[config.mk]
export PLATFORM = sky130hd
export DESIGN_NAME = modbus_rtu_meter_poller
export DESIGN_NICKNAME = d
export VERILOG_FILES = /design/src/hdl/mrp_pkg.sv /design/src/hdl/modbus_rtu_meter_poller.sv /design/src/hdl/mrp_core.sv /design/src/hdl/mrp_emit.sv
export SDC_FILE = /design/constraint.sdc
export NUM_CORES = 1
export LEC_CHECK = 0
export BUFFER_PORTS_ARGS = -buffer_cell sky130_fd_sc_hd__buf_2
export CAP_MARGIN = 20
export CORE_UTILIZATION = 35
export DETAILED_ROUTE_END_ITERATION = 8
export PLACE_DENSITY = 0.6
export SETUP_SLACK_MARGIN = 0.3
export SLEW_MARGIN = 25
export SYNTH_ARGS = -nofsm -noshare
export SYNTH_HDL_FRONTEND = slang
export SYNTH_SLANG_ARGS = --single-unit
[constraint.sdc]
create_clock -name clk_i -period 7.2 [get_ports clk_i]
set_input_delay 0.72 -clock clk_i [delete_from_list [all_inputs] [get_ports clk_i]]
set_output_delay 0.72 -clock clk_i [all_outputs]
set_load 0.03 [all_outputs]
[src/hdl/mrp_pkg.sv]
// Shared types, constants and the CRC-16 step for the meter poller.
`default_nettype none

package mrp_pkg;

  // Response frame store depth
  localparam int MAX_FRAME_BYTES = 9;
  localparam int FIDX_W          = $clog2(MAX_FRAME_BYTES);

  // Frame lengths for one-register and two-register reads
  localparam logic [3:0] FRAME_LEN_ONE = 4'd7;
  localparam logic [3:0] FRAME_LEN_TWO = 4'd9;

  // Protocol constants
  localparam logic [15:0] CRC_INIT       = 16'hFFFF;
  localparam logic [15:0] CRC_POLY       = 16'hA001;
  localparam logic [7:0]  FUNC_READ_HOLD = 8'h03;

  // Input command codes
  localparam logic CMD_TICK = 1'b0;
  localparam logic CMD_BYTE = 1'b1;

  // Result kind codes
  localparam logic KIND_REQ  = 1'b0;
  localparam logic KIND_MEAS = 1'b1;

  // Request byte positions
  localparam logic [2:0] REQ_ADDR    = 3'd0;
  localparam logic [2:0] REQ_FUNC    = 3'd1;
  localparam logic [2:0] REQ_REG_HI  = 3'd2;
  localparam logic [2:0] REQ_REG_LO  = 3'd3;
  localparam logic [2:0] REQ_CNT_HI  = 3'd4;
  localparam logic [2:0] REQ_CNT_LO  = 3'd5;
  localparam logic [2:0] REQ_CRC_LO  = 3'd6;
  localparam logic [2:0] REQ_CRC_HI  = 3'd7;

  // Configuration register indexes
  typedef enum logic [2:0] {
    CFG_DEV_ADDR  = 3'd0,
    CFG_VOLT_REG  = 3'd1,
    CFG_CURR_REG  = 3'd2,
    CFG_ENER_REG  = 3'd3,
    CFG_SHORT_TO  = 3'd4,
    CFG_LONG_TO   = 3'd5
  } cfg_idx_e;

  // Polling phase, one-hot
  typedef enum logic [3:0] {
    PH_IDLE = 4'b0001,
    PH_VOLT = 4'b0010,
    PH_CURR = 4'b0100,
    PH_ENER = 4'b1000
  } phase_e;

  typedef struct packed {
    logic       cmd;
    logic [7:0] rx_byte;
  } mrp_in_t;

  typedef struct packed {
    logic        kind;
    logic [7:0]  tx_byte;
    logic        last;
    logic        frame_ok;
    logic [15:0] voltage_tenths;
    logic [15:0] current_tenths;
    logic [31:0] power_hundredths;
    logic [31:0] energy_bits;
  } mrp_out_t;

  // Work handed from the protocol core to the result sequencer
  typedef struct packed {
    logic        meas;      // emit a measurement update
    logic        ok;        // frame matched address and CRC
    logic        fin;       // measurement is the final word
    logic        req;       // emit a read request
    logic [15:0] poll_reg;
    logic        two_regs;  // request two registers instead of one
  } mrp_job_t;

  // One byte of CRC-16, reflected polynomial
  function automatic logic [15:0] crc_byte(input logic [15:0] crc_in, input logic [7:0] b);
    logic [15:0] c;
    c = crc_in ^ {8'h00, b};
    for (int i = 0; i < 8; i++) begin
      c = c[0] ? ((c >> 1) ^ CRC_POLY) : (c >> 1);
    end
    return c;
  endfunction

endpackage

`default_nettype wire

[src/hdl/modbus_rtu_meter_poller.sv]
// Top level of the Modbus RTU meter poller.
//
//   port group  dir  handshake        payload
//   in          in   in_valid/ready   mrp_in_t  (cmd, rx_byte)
//   out         out  out_valid/ready  mrp_out_t (request byte or measurement)
//   cfg         in   cfg_we           cfg_index (3b), cfg_wdata (16b)
//
// A word that yields no result leaves the input ready for the next word. A word
// that yields results is processed in the cycle it is taken; its results then
// leave one per cycle from the output register while the output is not stalled:
// a tick from idle gives 8 words, a completed response 9 (or 1 at the end of the
// cycle). The next input word is taken once the last result has entered the
// output register. Reset returns to idle with all readings zero. A stall on the
// output holds the sequencer in place.
`default_nettype none

module modbus_rtu_meter_poller import mrp_pkg::*; (
  input  wire logic        clk_i,
  input  wire logic        rst_ni,
  input  wire logic        cfg_we_i,
  input  wire logic [2:0]  cfg_index_i,
  input  wire logic [15:0] cfg_wdata_i,
  input  wire logic        in_valid_i,
  output logic             in_ready_o,
  input  wire mrp_in_t     in_data_i,
  output logic             out_valid_o,
  input  wire logic        out_ready_i,
  output mrp_out_t         out_data_o
);

  mrp_job_t    job;
  logic        busy, in_fire;
  logic [7:0]  dev_addr;
  logic [15:0] voltage, current;
  logic [31:0] energy;

  // Take a new word whenever the sequencer has no job left
  assign in_ready_o = !busy;
  assign in_fire    = in_valid_i && !busy;

  mrp_core u_core (
    .clk_i       (clk_i),
    .rst_ni      (rst_ni),
    .cfg_we_i    (cfg_we_i),
    .cfg_index_i (cfg_index_i),
    .cfg_wdata_i (cfg_wdata_i),
    .in_fire_i   (in_fire),
    .in_data_i   (in_data_i),
    .job_o       (job),
    .dev_addr_o  (dev_addr),
    .voltage_o   (voltage),
    .current_o   (current),
    .energy_o    (energy)
  );

  mrp_emit u_emit (
    .clk_i       (clk_i),
    .rst_ni      (rst_ni),
    .job_i       (job),
    .dev_addr_i  (dev_addr),
    .voltage_i   (voltage),
    .current_i   (current),
    .energy_i    (energy),
    .busy_o      (busy),
    .out_valid_o (out_valid_o),
    .out_ready_i (out_ready_i),
    .out_data_o  (out_data_o)
  );

endmodule

`default_nettype wire

[src/hdl/mrp_core.sv]
// Protocol core: configuration, phase, timeout, response capture and checking.
`default_nettype none

module mrp_core import mrp_pkg::*; (
  input  wire logic        clk_i,
  input  wire logic        rst_ni,
  input  wire logic        cfg_we_i,
  input  wire logic [2:0]  cfg_index_i,
  input  wire logic [15:0] cfg_wdata_i,
  input  wire logic        in_fire_i,
  input  wire mrp_in_t     in_data_i,
  output mrp_job_t         job_o,
  output logic [7:0]       dev_addr_o,
  output logic [15:0]      voltage_o,
  output logic [15:0]      current_o,
  output logic [31:0]      energy_o
);

  logic [7:0]  dev_addr_q;
  logic [15:0] volt_reg_q, curr_reg_q, ener_reg_q, short_to_q, long_to_q;

  phase_e      phase_q, phase_d;
  logic [15:0] elapsed_q, elapsed_d, elapsed_inc;
  logic [3:0]  rx_count_q, rx_count_d, cnt_next, len;
  logic [15:0] rx_crc_q, rx_crc_d, pkt_crc;
  logic [15:0] volt_q, volt_d, curr_q, curr_d;
  logic [31:0] ener_q, ener_d;
  logic [7:0]  frame_q [MAX_FRAME_BYTES];
  logic        frame_we, addr_ok;
  logic [7:0]  crc_lo_byte, crc_hi_byte;
  mrp_job_t    job;

  // Read a stored frame byte at a fixed position; beyond the store reads zero
  function automatic logic [7:0] frame_rd(input int idx, input logic [7:0] mem [MAX_FRAME_BYTES]);
    logic [7:0] v;
    v = 8'h00;
    if (idx < MAX_FRAME_BYTES) begin
      v = mem[FIDX_W'(idx)];
    end
    return v;
  endfunction

  // Write configuration registers
  always_ff @(posedge clk_i or negedge rst_ni) begin
    if (!rst_ni) begin
      dev_addr_q <= 8'd1;
      volt_reg_q <= 16'd0;
      curr_reg_q <= 16'd0;
      ener_reg_q <= 16'd0;
      short_to_q <= 16'd50;
      long_to_q  <= 16'd200;
    end else if (cfg_we_i) begin
      case (cfg_idx_e'(cfg_index_i))
        CFG_DEV_ADDR: dev_addr_q <= cfg_wdata_i[7:0];
        CFG_VOLT_REG: volt_reg_q <= cfg_wdata_i;
        CFG_CURR_REG: curr_reg_q <= cfg_wdata_i;
        CFG_ENER_REG: ener_reg_q <= cfg_wdata_i;
        CFG_SHORT_TO: short_to_q <= cfg_wdata_i;
        CFG_LONG_TO:  long_to_q  <= cfg_wdata_i;
        default: ;
      endcase
    end
  end

  // Frame bookkeeping shared by the next-state logic
  assign len         = (phase_q == PH_ENER) ? FRAME_LEN_TWO : FRAME_LEN_ONE;
  assign cnt_next    = rx_count_q + 4'd1;
  assign elapsed_inc = (elapsed_q == 16'hFFFF) ? elapsed_q : elapsed_q + 16'd1;

  // Received CRC: low byte is stored, high byte is the one arriving now
  always_comb begin
    if (phase_q == PH_ENER) begin
      crc_lo_byte = frame_rd(int'(FRAME_LEN_TWO) - 2, frame_q);
      crc_hi_byte = (int'(FRAME_LEN_TWO) - 1 < MAX_FRAME_BYTES) ? in_data_i.rx_byte : 8'h00;
    end else begin
      crc_lo_byte = frame_rd(int'(FRAME_LEN_ONE) - 2, frame_q);
      crc_hi_byte = (int'(FRAME_LEN_ONE) - 1 < MAX_FRAME_BYTES) ? in_data_i.rx_byte : 8'h00;
    end
  end
  assign pkt_crc = {crc_hi_byte, crc_lo_byte};
  assign addr_ok = (frame_rd(0, frame_q) == dev_addr_q);

  // Advance the poll cycle on each accepted word
  always_comb begin
    phase_d    = phase_q;
    elapsed_d  = elapsed_q;
    rx_count_d = rx_count_q;
    rx_crc_d   = rx_crc_q;
    volt_d     = volt_q;
    curr_d     = curr_q;
    ener_d     = ener_q;
    frame_we   = 1'b0;
    job        = '0;
    if (in_fire_i) begin
      if (in_data_i.cmd == CMD_TICK) begin
        if (phase_q == PH_IDLE) begin
          phase_d      = PH_VOLT;
          job.req      = 1'b1;
          job.poll_reg = volt_reg_q;
          elapsed_d    = '0;
          rx_count_d   = '0;
          rx_crc_d     = CRC_INIT;
        end else begin
          elapsed_d = elapsed_inc;
          if (elapsed_inc > ((phase_q == PH_VOLT) ? short_to_q : long_to_q)) begin
            phase_d = PH_IDLE;
          end
        end
      end else if (phase_q != PH_IDLE) begin
        frame_we   = (int'(rx_count_q) < MAX_FRAME_BYTES);
        if (rx_count_q < len - 4'd2) begin
          rx_crc_d = crc_byte(rx_crc_q, in_data_i.rx_byte);
        end
        rx_count_d = cnt_next;
        if (cnt_next >= len) begin
          job.meas = 1'b1;
          job.ok   = (pkt_crc == rx_crc_q) && addr_ok;
          if (job.ok) begin
            case (phase_q)
              PH_VOLT: volt_d = {frame_rd(3, frame_q), frame_rd(4, frame_q)};
              PH_CURR: curr_d = {frame_rd(3, frame_q), frame_rd(4, frame_q)};
              default: ener_d = {frame_rd(3, frame_q), frame_rd(4, frame_q),
                                 frame_rd(5, frame_q), frame_rd(6, frame_q)};
            endcase
          end
          elapsed_d  = '0;
          rx_count_d = '0;
          rx_crc_d   = CRC_INIT;
          case (phase_q)
            PH_VOLT: begin
              phase_d      = PH_CURR;
              job.req      = 1'b1;
              job.poll_reg = curr_reg_q;
            end
            PH_CURR: begin
              phase_d      = PH_ENER;
              job.req      = 1'b1;
              job.poll_reg = ener_reg_q;
              job.two_regs = 1'b1;
            end
            default: begin
              phase_d   = PH_IDLE;
              elapsed_d = elapsed_q;
              job.fin   = 1'b1;
            end
          endcase
        end
      end
    end
  end

  // Hold control state and stored readings
  always_ff @(posedge clk_i or negedge rst_ni) begin
    if (!rst_ni) begin
      phase_q    <= PH_IDLE;
      elapsed_q  <= '0;
      rx_count_q <= '0;
      rx_crc_q   <= CRC_INIT;
      volt_q     <= '0;
      curr_q     <= '0;
      ener_q     <= '0;
    end else begin
      phase_q    <= phase_d;
      elapsed_q  <= elapsed_d;
      rx_count_q <= rx_count_d;
      rx_crc_q   <= rx_crc_d;
      volt_q     <= volt_d;
      curr_q     <= curr_d;
      ener_q     <= ener_d;
    end
  end

  // Capture response bytes
  always_ff @(posedge clk_i) begin
    if (frame_we) begin
      frame_q[rx_count_q[FIDX_W-1:0]] <= in_data_i.rx_byte;
    end
  end

  assign job_o      = job;
  assign dev_addr_o = dev_addr_q;
  assign voltage_o  = volt_q;
  assign current_o  = curr_q;
  assign energy_o   = ener_q;

endmodule

`default_nettype wire

[src/hdl/mrp_emit.sv]
// Result sequencer: measurement word, request bytes with running CRC, output register.
`default_nettype none

module mrp_emit import mrp_pkg::*; (
  input  wire logic        clk_i,
  input  wire logic        rst_ni,
  input  wire mrp_job_t    job_i,
  input  wire logic [7:0]  dev_addr_i,
  input  wire logic [15:0] voltage_i,
  input  wire logic [15:0] current_i,
  input  wire logic [31:0] energy_i,
  output logic             busy_o,
  output logic             out_valid_o,
  input  wire logic        out_ready_i,
  output mrp_out_t         out_data_o
);

  logic        pend_meas_q, pend_req_q, ok_q, fin_q, two_q;
  logic [15:0] reg_q, crc_q;
  logic [2:0]  idx_q;
  logic        out_valid_q, load;
  mrp_out_t    out_q, meas_word, req_word;
  logic [7:0]  req_byte;

  assign load   = !out_valid_q || out_ready_i;
  assign busy_o = pend_meas_q || pend_req_q;

  // Pick the current request byte
  always_comb begin
    case (idx_q)
      REQ_ADDR:   req_byte = dev_addr_i;
      REQ_FUNC:   req_byte = FUNC_READ_HOLD;
      REQ_REG_HI: req_byte = reg_q[15:8];
      REQ_REG_LO: req_byte = reg_q[7:0];
      REQ_CNT_HI: req_byte = 8'h00;
      REQ_CNT_LO: req_byte = two_q ? 8'd2 : 8'd1;
      REQ_CRC_LO: req_byte = crc_q[7:0];
      REQ_CRC_HI: req_byte = crc_q[15:8];
      default:    req_byte = 8'h00;
    endcase
  end

  // Build both word shapes
  always_comb begin
    meas_word                  = '0;
    meas_word.kind             = KIND_MEAS;
    meas_word.last             = fin_q;
    meas_word.frame_ok         = ok_q;
    meas_word.voltage_tenths   = voltage_i;
    meas_word.current_tenths   = current_i;
    meas_word.power_hundredths = 32'(voltage_i) * 32'(current_i);
    meas_word.energy_bits      = energy_i;
    req_word                   = '0;
    req_word.kind              = KIND_REQ;
    req_word.tx_byte           = req_byte;
    req_word.last              = (idx_q == REQ_CRC_HI);
  end

  // Sequence the words of one job
  always_ff @(posedge clk_i or negedge rst_ni) begin
    if (!rst_ni) begin
      pend_meas_q <= 1'b0;
      pend_req_q  <= 1'b0;
      out_valid_q <= 1'b0;
      idx_q       <= '0;
    end else begin
      if (load) begin
        out_valid_q <= pend_meas_q || pend_req_q;
        if (pend_meas_q) begin
          pend_meas_q <= 1'b0;
        end else if (pend_req_q) begin
          idx_q <= idx_q + 3'd1;
          if (idx_q == REQ_CRC_HI) begin
            pend_req_q <= 1'b0;
          end
        end
      end
      if (job_i.meas || job_i.req) begin
        pend_meas_q <= job_i.meas;
        pend_req_q  <= job_i.req;
        idx_q       <= '0;
      end
    end
  end

  // Hold job details, running request CRC and the output word
  always_ff @(posedge clk_i) begin
    if (job_i.meas || job_i.req) begin
      ok_q  <= job_i.ok;
      fin_q <= job_i.fin;
      reg_q <= job_i.poll_reg;
      two_q <= job_i.two_regs;
      crc_q <= CRC_INIT;
    end else if (load && !pend_meas_q && pend_req_q && idx_q < REQ_CRC_LO) begin
      crc_q <= crc_byte(crc_q, req_byte);
    end
    if (load) begin
      out_q <= pend_meas_q ? meas_word : req_word;
    end
  end

  assign out_valid_o = out_valid_q;
  assign out_data_o  = out_q;

endmodule

`default_nettype wire

# [Word-level counts from Yosys, hierarchy flattened]
# Cells that the tools add are included.
# W data, S select, Z words.
[classes] addsub=4 multipliers=1 n_lt_le_gt_ge=7 eq_ne=25 mux=70 n_bitwise=20 reduce_logical=35
[ops] cell="$mux W16" n=28
[ops] cell="$mux W107" n=1
[ops] cell="$bwmux W72" n=1
[ops] cell="$pmux W8 S8" n=1
[ops] cell="$mux W21" n=3
[ops] cell="$not A2 Y3" n=16
[ops] cell="$mux W4" n=10
[ops] cell="$mux W17" n=2
[ops] cell="$pmux W17 S2" n=1
[ops] cell="$demux W8 S4" n=1
[ops] cell="$mul A16 B16 Y32" n=1
[ops] cell="$xor A16 B8 Y16" n=2
[ops] cell="$eq A3 B3 Y1 const B" n=6
[ops] cell="$reduce_and A6 Y1" n=3
[ops] cell="$add A16 B1 Y16 const B" n=1
[ops] cell="$eq A16 B16 Y1" n=1
[ops] cell="$eq A16 B16 Y1 const B" n=1
[ops] cell="$gt A16 B16 Y1" n=1
[ops] cell="$mux W8" n=2
[ops] cell="$reduce_and A4 Y1" n=4
[ops] cell="$mux W3" n=5
[ops] cell="$reduce_and A2 Y1" n=7
[ops] cell="$mux W1" n=13
[ops] cell="$eq A3 B2 Y1 const B" n=4
[ops] cell="other kinds (31)" n=47
[totals] register_bits=412 input_bits=33 out_inout_bits=109

# [Logic depth before layout (Yosys ltp)]
[depth] word_depth=21 ltp_mapped=24

# [Hierarchy]
# A second synthesis with hierarchy kept.
[unflattened] hier_cells=2204 area_unflattened_um2=25370.6
[modules_own_cells] module="mrp_emit" instances=1 cells_each=1395 area_each_um2=14300.0 seq_area_each_um2=4254.1
[modules_own_cells] module="mrp_core" instances=1 cells_each=807 area_each_um2=11060.6 seq_area_each_um2=6276.0
[modules_own_cells] module="modbus_rtu_meter_poller" instances=1 cells_each=2 area_each_um2=10.0 seq_area_each_um2=0.0

# [Worst setup path before layout]
# No wires, ideal clock.
[synth_timing] kind="reg-to-reg" startpoint="register u_core.curr_q[7] (netlist: u_core.current_o[7])" endpoint="register u_emit.out_q (netlist bit u_emit.out_data_o[53]) (data pin)" t_arrival_ns=5.995 t_required_ns=6.945 slack_ns=0.950 path_stages_with_launch=23 path_cell_list="dfrtp_1 clkbuf_1 clkbuf_1 nand2_1 fa_1 inv_1 fa_1 inv_1 fa_1 inv_1 fa_1 fa_1 inv_1 fa_1 inv_1 ha_1 nand3_1 o41ai_1 a31oi_1 a211oi_1 a31oi_1 xnor2_1 and2_1"
[synth_between] elab_chain_cells=1
[synth_rtl] element="from (decl)" line="mrp_core.sv:26" rtl="logic [15:0] volt_q, volt_d, curr_q, curr_d;"
[synth_rtl] element="from (signal assigned)" line="mrp_core.sv:168" rtl="curr_q <= curr_d;"
[synth_rtl] element="$mul A16 B16 Y32" line="mrp_emit.sv:51" rtl="meas_word.power_hundredths = 32'(voltage_i) * 32'(current_i);"
[synth_rtl] element="to (signal assigned)" line="mrp_emit.sv:98" rtl="out_q <= pend_meas_q ? meas_word : req_word;"
[synth_rtl] element="to (decl)" line="mrp_emit.sv:22" rtl="mrp_out_t out_q, meas_word, req_word;"
# No other way between the ends.
# A chain may end at the register's enable or synchronous reset.

# [Worst setup path after layout]
[layout_timing] startpoint="register u_core.curr_q[11] (netlist: u_core.current_o[11])" endpoint="register u_emit.out_q (netlist bit u_emit.out_data_o[62]) (data pin)"
# Same word-level chain as after synthesis.

==> flow_summary.toml <==
[setup_path]
startpoint_type = "flop"
cpLargestDelayFamily = "adder cells"
crit_arrival_ns = 6.90
slowest_stage = "dfrtp_1"
path_class = "flop to flop"
critPathMaxStageDelay_ns = 0.84
cp_common_cell = "fa_1"
critPathCaptureType = "flop"
critical_path.max_fanout = 18
worstPathCellList = "nand2_1, fa_1, inv_1, fa_1, fa_1, fa_1, fa_1, inv_1, fa_1, inv_1, ha_1, nand2_1, nor2_1, nand2_1, or4b_2, a31oi_1, a31oi_1, xnor2_1, and2_1"
path_buf_inv = 3
required_ns = 7.55

[final_layout]
diodes = 0
final_cells = 3315
syn2layout_area_growth_pct = 13.7
layout_common_cells = "inv_1, and2_1, nand2_1"
layout_commonest_cell = "inv_1"
fillers = 6834
drive_above_1_share = 0.195
post-route-util = 0.402
fin_nets = 2691

[timing]
finalCriticalPeriod_ns = 6.55
setup_viol = 0
hold_violations = 0
rsz0062_at_grt = "false"
slew_violations = 0
worst_slew_pin_slew_ns = 1.05
fin_setup_tns_ns = 0
fin_crit_sh = 0.909
fin_worst_skew_ns = 0.0365
max_freq_ghz = 0.153
timing.hold.ws_ns = 0.119
relSlewSlack = 0.301

[detailed_routing]
firstDrtPassIters = 5
drc_errors = 0
via_per_inst = 4.87
ant_nets = 0
dr.first_iter.drc_count = 958
drt-wirelength-per-cell_um = 17.9
wirelength_um = 59300
via_count = 16100

[floorplanning]
initial_core_util = 0.354
dieArea_um2 = 73300
io_pins = 142
num_rows = 98
fp.dieW_um = 271
die_y_um = 271
core_area_um2 = 71500

[placement]
numPortBuffers = 141
place_inst = 3231
hpwl_um = 44400
gp_congestion = 0.843

[cts]
clock_sinks = 388
cts.repair.resized = 0
cts_buffers = 45
htreeDepth = 2
clk_latency_ns = 0.60
root_buffer = "clkbuf_16"
cts_tree = "built"
clkSlewWorstSetupHoldPaths_ns = 0.06
post_cts_buffers = 0
cts_hold_buf = 0
cts.path.max_buffers = 3

[synth]
ys.warnings.count = 0
synth_area_um2 = 25300
synthTopCellsByArea = "edfxtp_1, dfrtp_1, fa_1"
synthFlopType = "edfxtp_1"
syn_inst = 2207
seq_area_frac_synth = 0.417
synth_top_area_cell = "edfxtp_1"
async_flop_share = 0.510
synth_nets = 2570
syn_area_per_cell_um2 = 11.5
yosysUniqueCellTypes = 80
synth_top_area_frac = 0.207
ys_ff_latch = 388
synth_edf_count = 174

[grt]
antenna_found_initial = 3
track_usage = 0.165
grt_max_degree = 112
grt_overflow_total = 0
grt_pass1_vias = 17600
grt_pass1_wl_um = 96400

[power]
power.density_nw_per_um2 = 279
peakVddDrop_mv = 0.283
p_leak_nw = 13.4
p_total_mw = 8.00

[hold_path]
hold_class = "input pin to async pin"

[outcome]
status = "finished, final reports clean"

[job]
max-cap-violations = 0
per-layer routing:
| layer | vias up | wire, um | track usage |
|---|---|---|---|
| li1 | 7550 | - | - |
| met4 | 4 | 1840 | 0.0553 |
| met2 | 338 | 29200 | 0.286 |
| met3 | 112 | 2970 | 0.0322 |
| met5 | - | 23 | 0 |
| met1 | 8135 | 25200 | 0.205 |
registers in the layout, summed over array words and instances, names as in the netlist, 16 cells and up:
register           flops
u_core.elapsed_q      16
u_core.volt_reg_q     16
u_core.rx_crc_q       16
u_core.frame_q        48
u_core.energy_o       32
u_core.curr_reg_q     16
u_core.current_o      16
u_core.long_to_q      16
u_core.ener_reg_q     16
u_emit.crc_q          16
u_emit.reg_q          16
u_core.short_to_q     16
u_emit.out_data_o    107
u_core.voltage_o      16
layout make-up:
cell class / instances / area (um^2) / share of cell area
timing repair buffer: 172 / 955 / 0.0332
sequential: 388 / 10500 / 0.367
inverter: 245 / 922 / 0.0321
multi-input combinational: 1476 / 13500 / 0.469
clock inverter: 23 / 362 / 0.0126
tap: 950 / 1190 / 0.0414
clock buffer: 61 / 1280 / 0.0445
cell families (layout without fill, tap and decap cells):
family                     after synthesis  in the layout  synth area share
buffers and inverters                  343            501            0.0525
DFF                                    388            388             0.417
xor gates and xnor gates               111            111            0.0405
muxes                                  186            186            0.0815
adders and majority gates              330            330             0.221
AOI/OAI and AO/OA                      216            216            0.0592
and+or+nand+nor                        633            633             0.128
synthesized netlist by cell type (3+ instances only):
master and number:
a211o_1 3, xnor2_1 58, nand4_1 9, nand3_1 22
dfxtp_1 16, mux2_1 4, and3_1 14, nand2_1 214
mux2_2 151, o21a_1 9, a22oi_1 24, o21bai_1 8
o21ai_1 3, and2_1 216, edfxtp_1 174, nor4_1 8
inv_1 244, xnor2_2 4, clkbuf_1 82, a31oi_1 6
nor2b_1 15, xor2_1 47, a211oi_1 5, buf_2 9
mux2i_1 30, o21ai_0 41, dfrtp_1 174, buf_6 3
nand2b_1 8, a22o_1 6, nor2_1 78, ha_1 135
o31ai_1 10, a21o_1 24, nor3_1 17, o211ai_1 10
dfstp_2 24, a21oi_1 44, and4_1 3, nor3b_1 5
fa_1 195, nand3b_1 5
through the flow:
stage	worst slack, ns	instance area [um^2]
6_report	0.653	28700
4_1_cts	0.461	28700
3_5_place_dp	0.456	27100
2_1_floorplan	0.950	25300
5_1_grt	0.305	28700
3_3_place_gp	0.559	27000
power by group:
group / leakage [nW] / switching (mW) / internal [mW]
combinational: 8.14 / 1.42 / 1.03
clock: 0.790 / 0.976 / 1.51
sequential: 4.51 / 0.283 / 2.79
final timing paths:
kind	from	endpoint	slack, ns	depth (start not counted)
setup reg to reg	u_core.current_o[11]	u_emit.out_data_o[62]	0.65	19
hold / removal	rst_ni	u_core.short_to_q[14]	0.12	1
hold reg to reg	u_core.frame_q[22]	u_core.energy_o[6]	0.48	1
max in group asynchronous	rst_ni	u_emit.pend_meas_q	5.67	2
min in group clk_i	cfg_wdata_i[14]	u_core.curr_reg_q[14]	0.43	2
setup / recovery	u_core.current_o[11]	u_emit.out_data_o[62]	0.65	19
(Power assumes the default switching activity.)
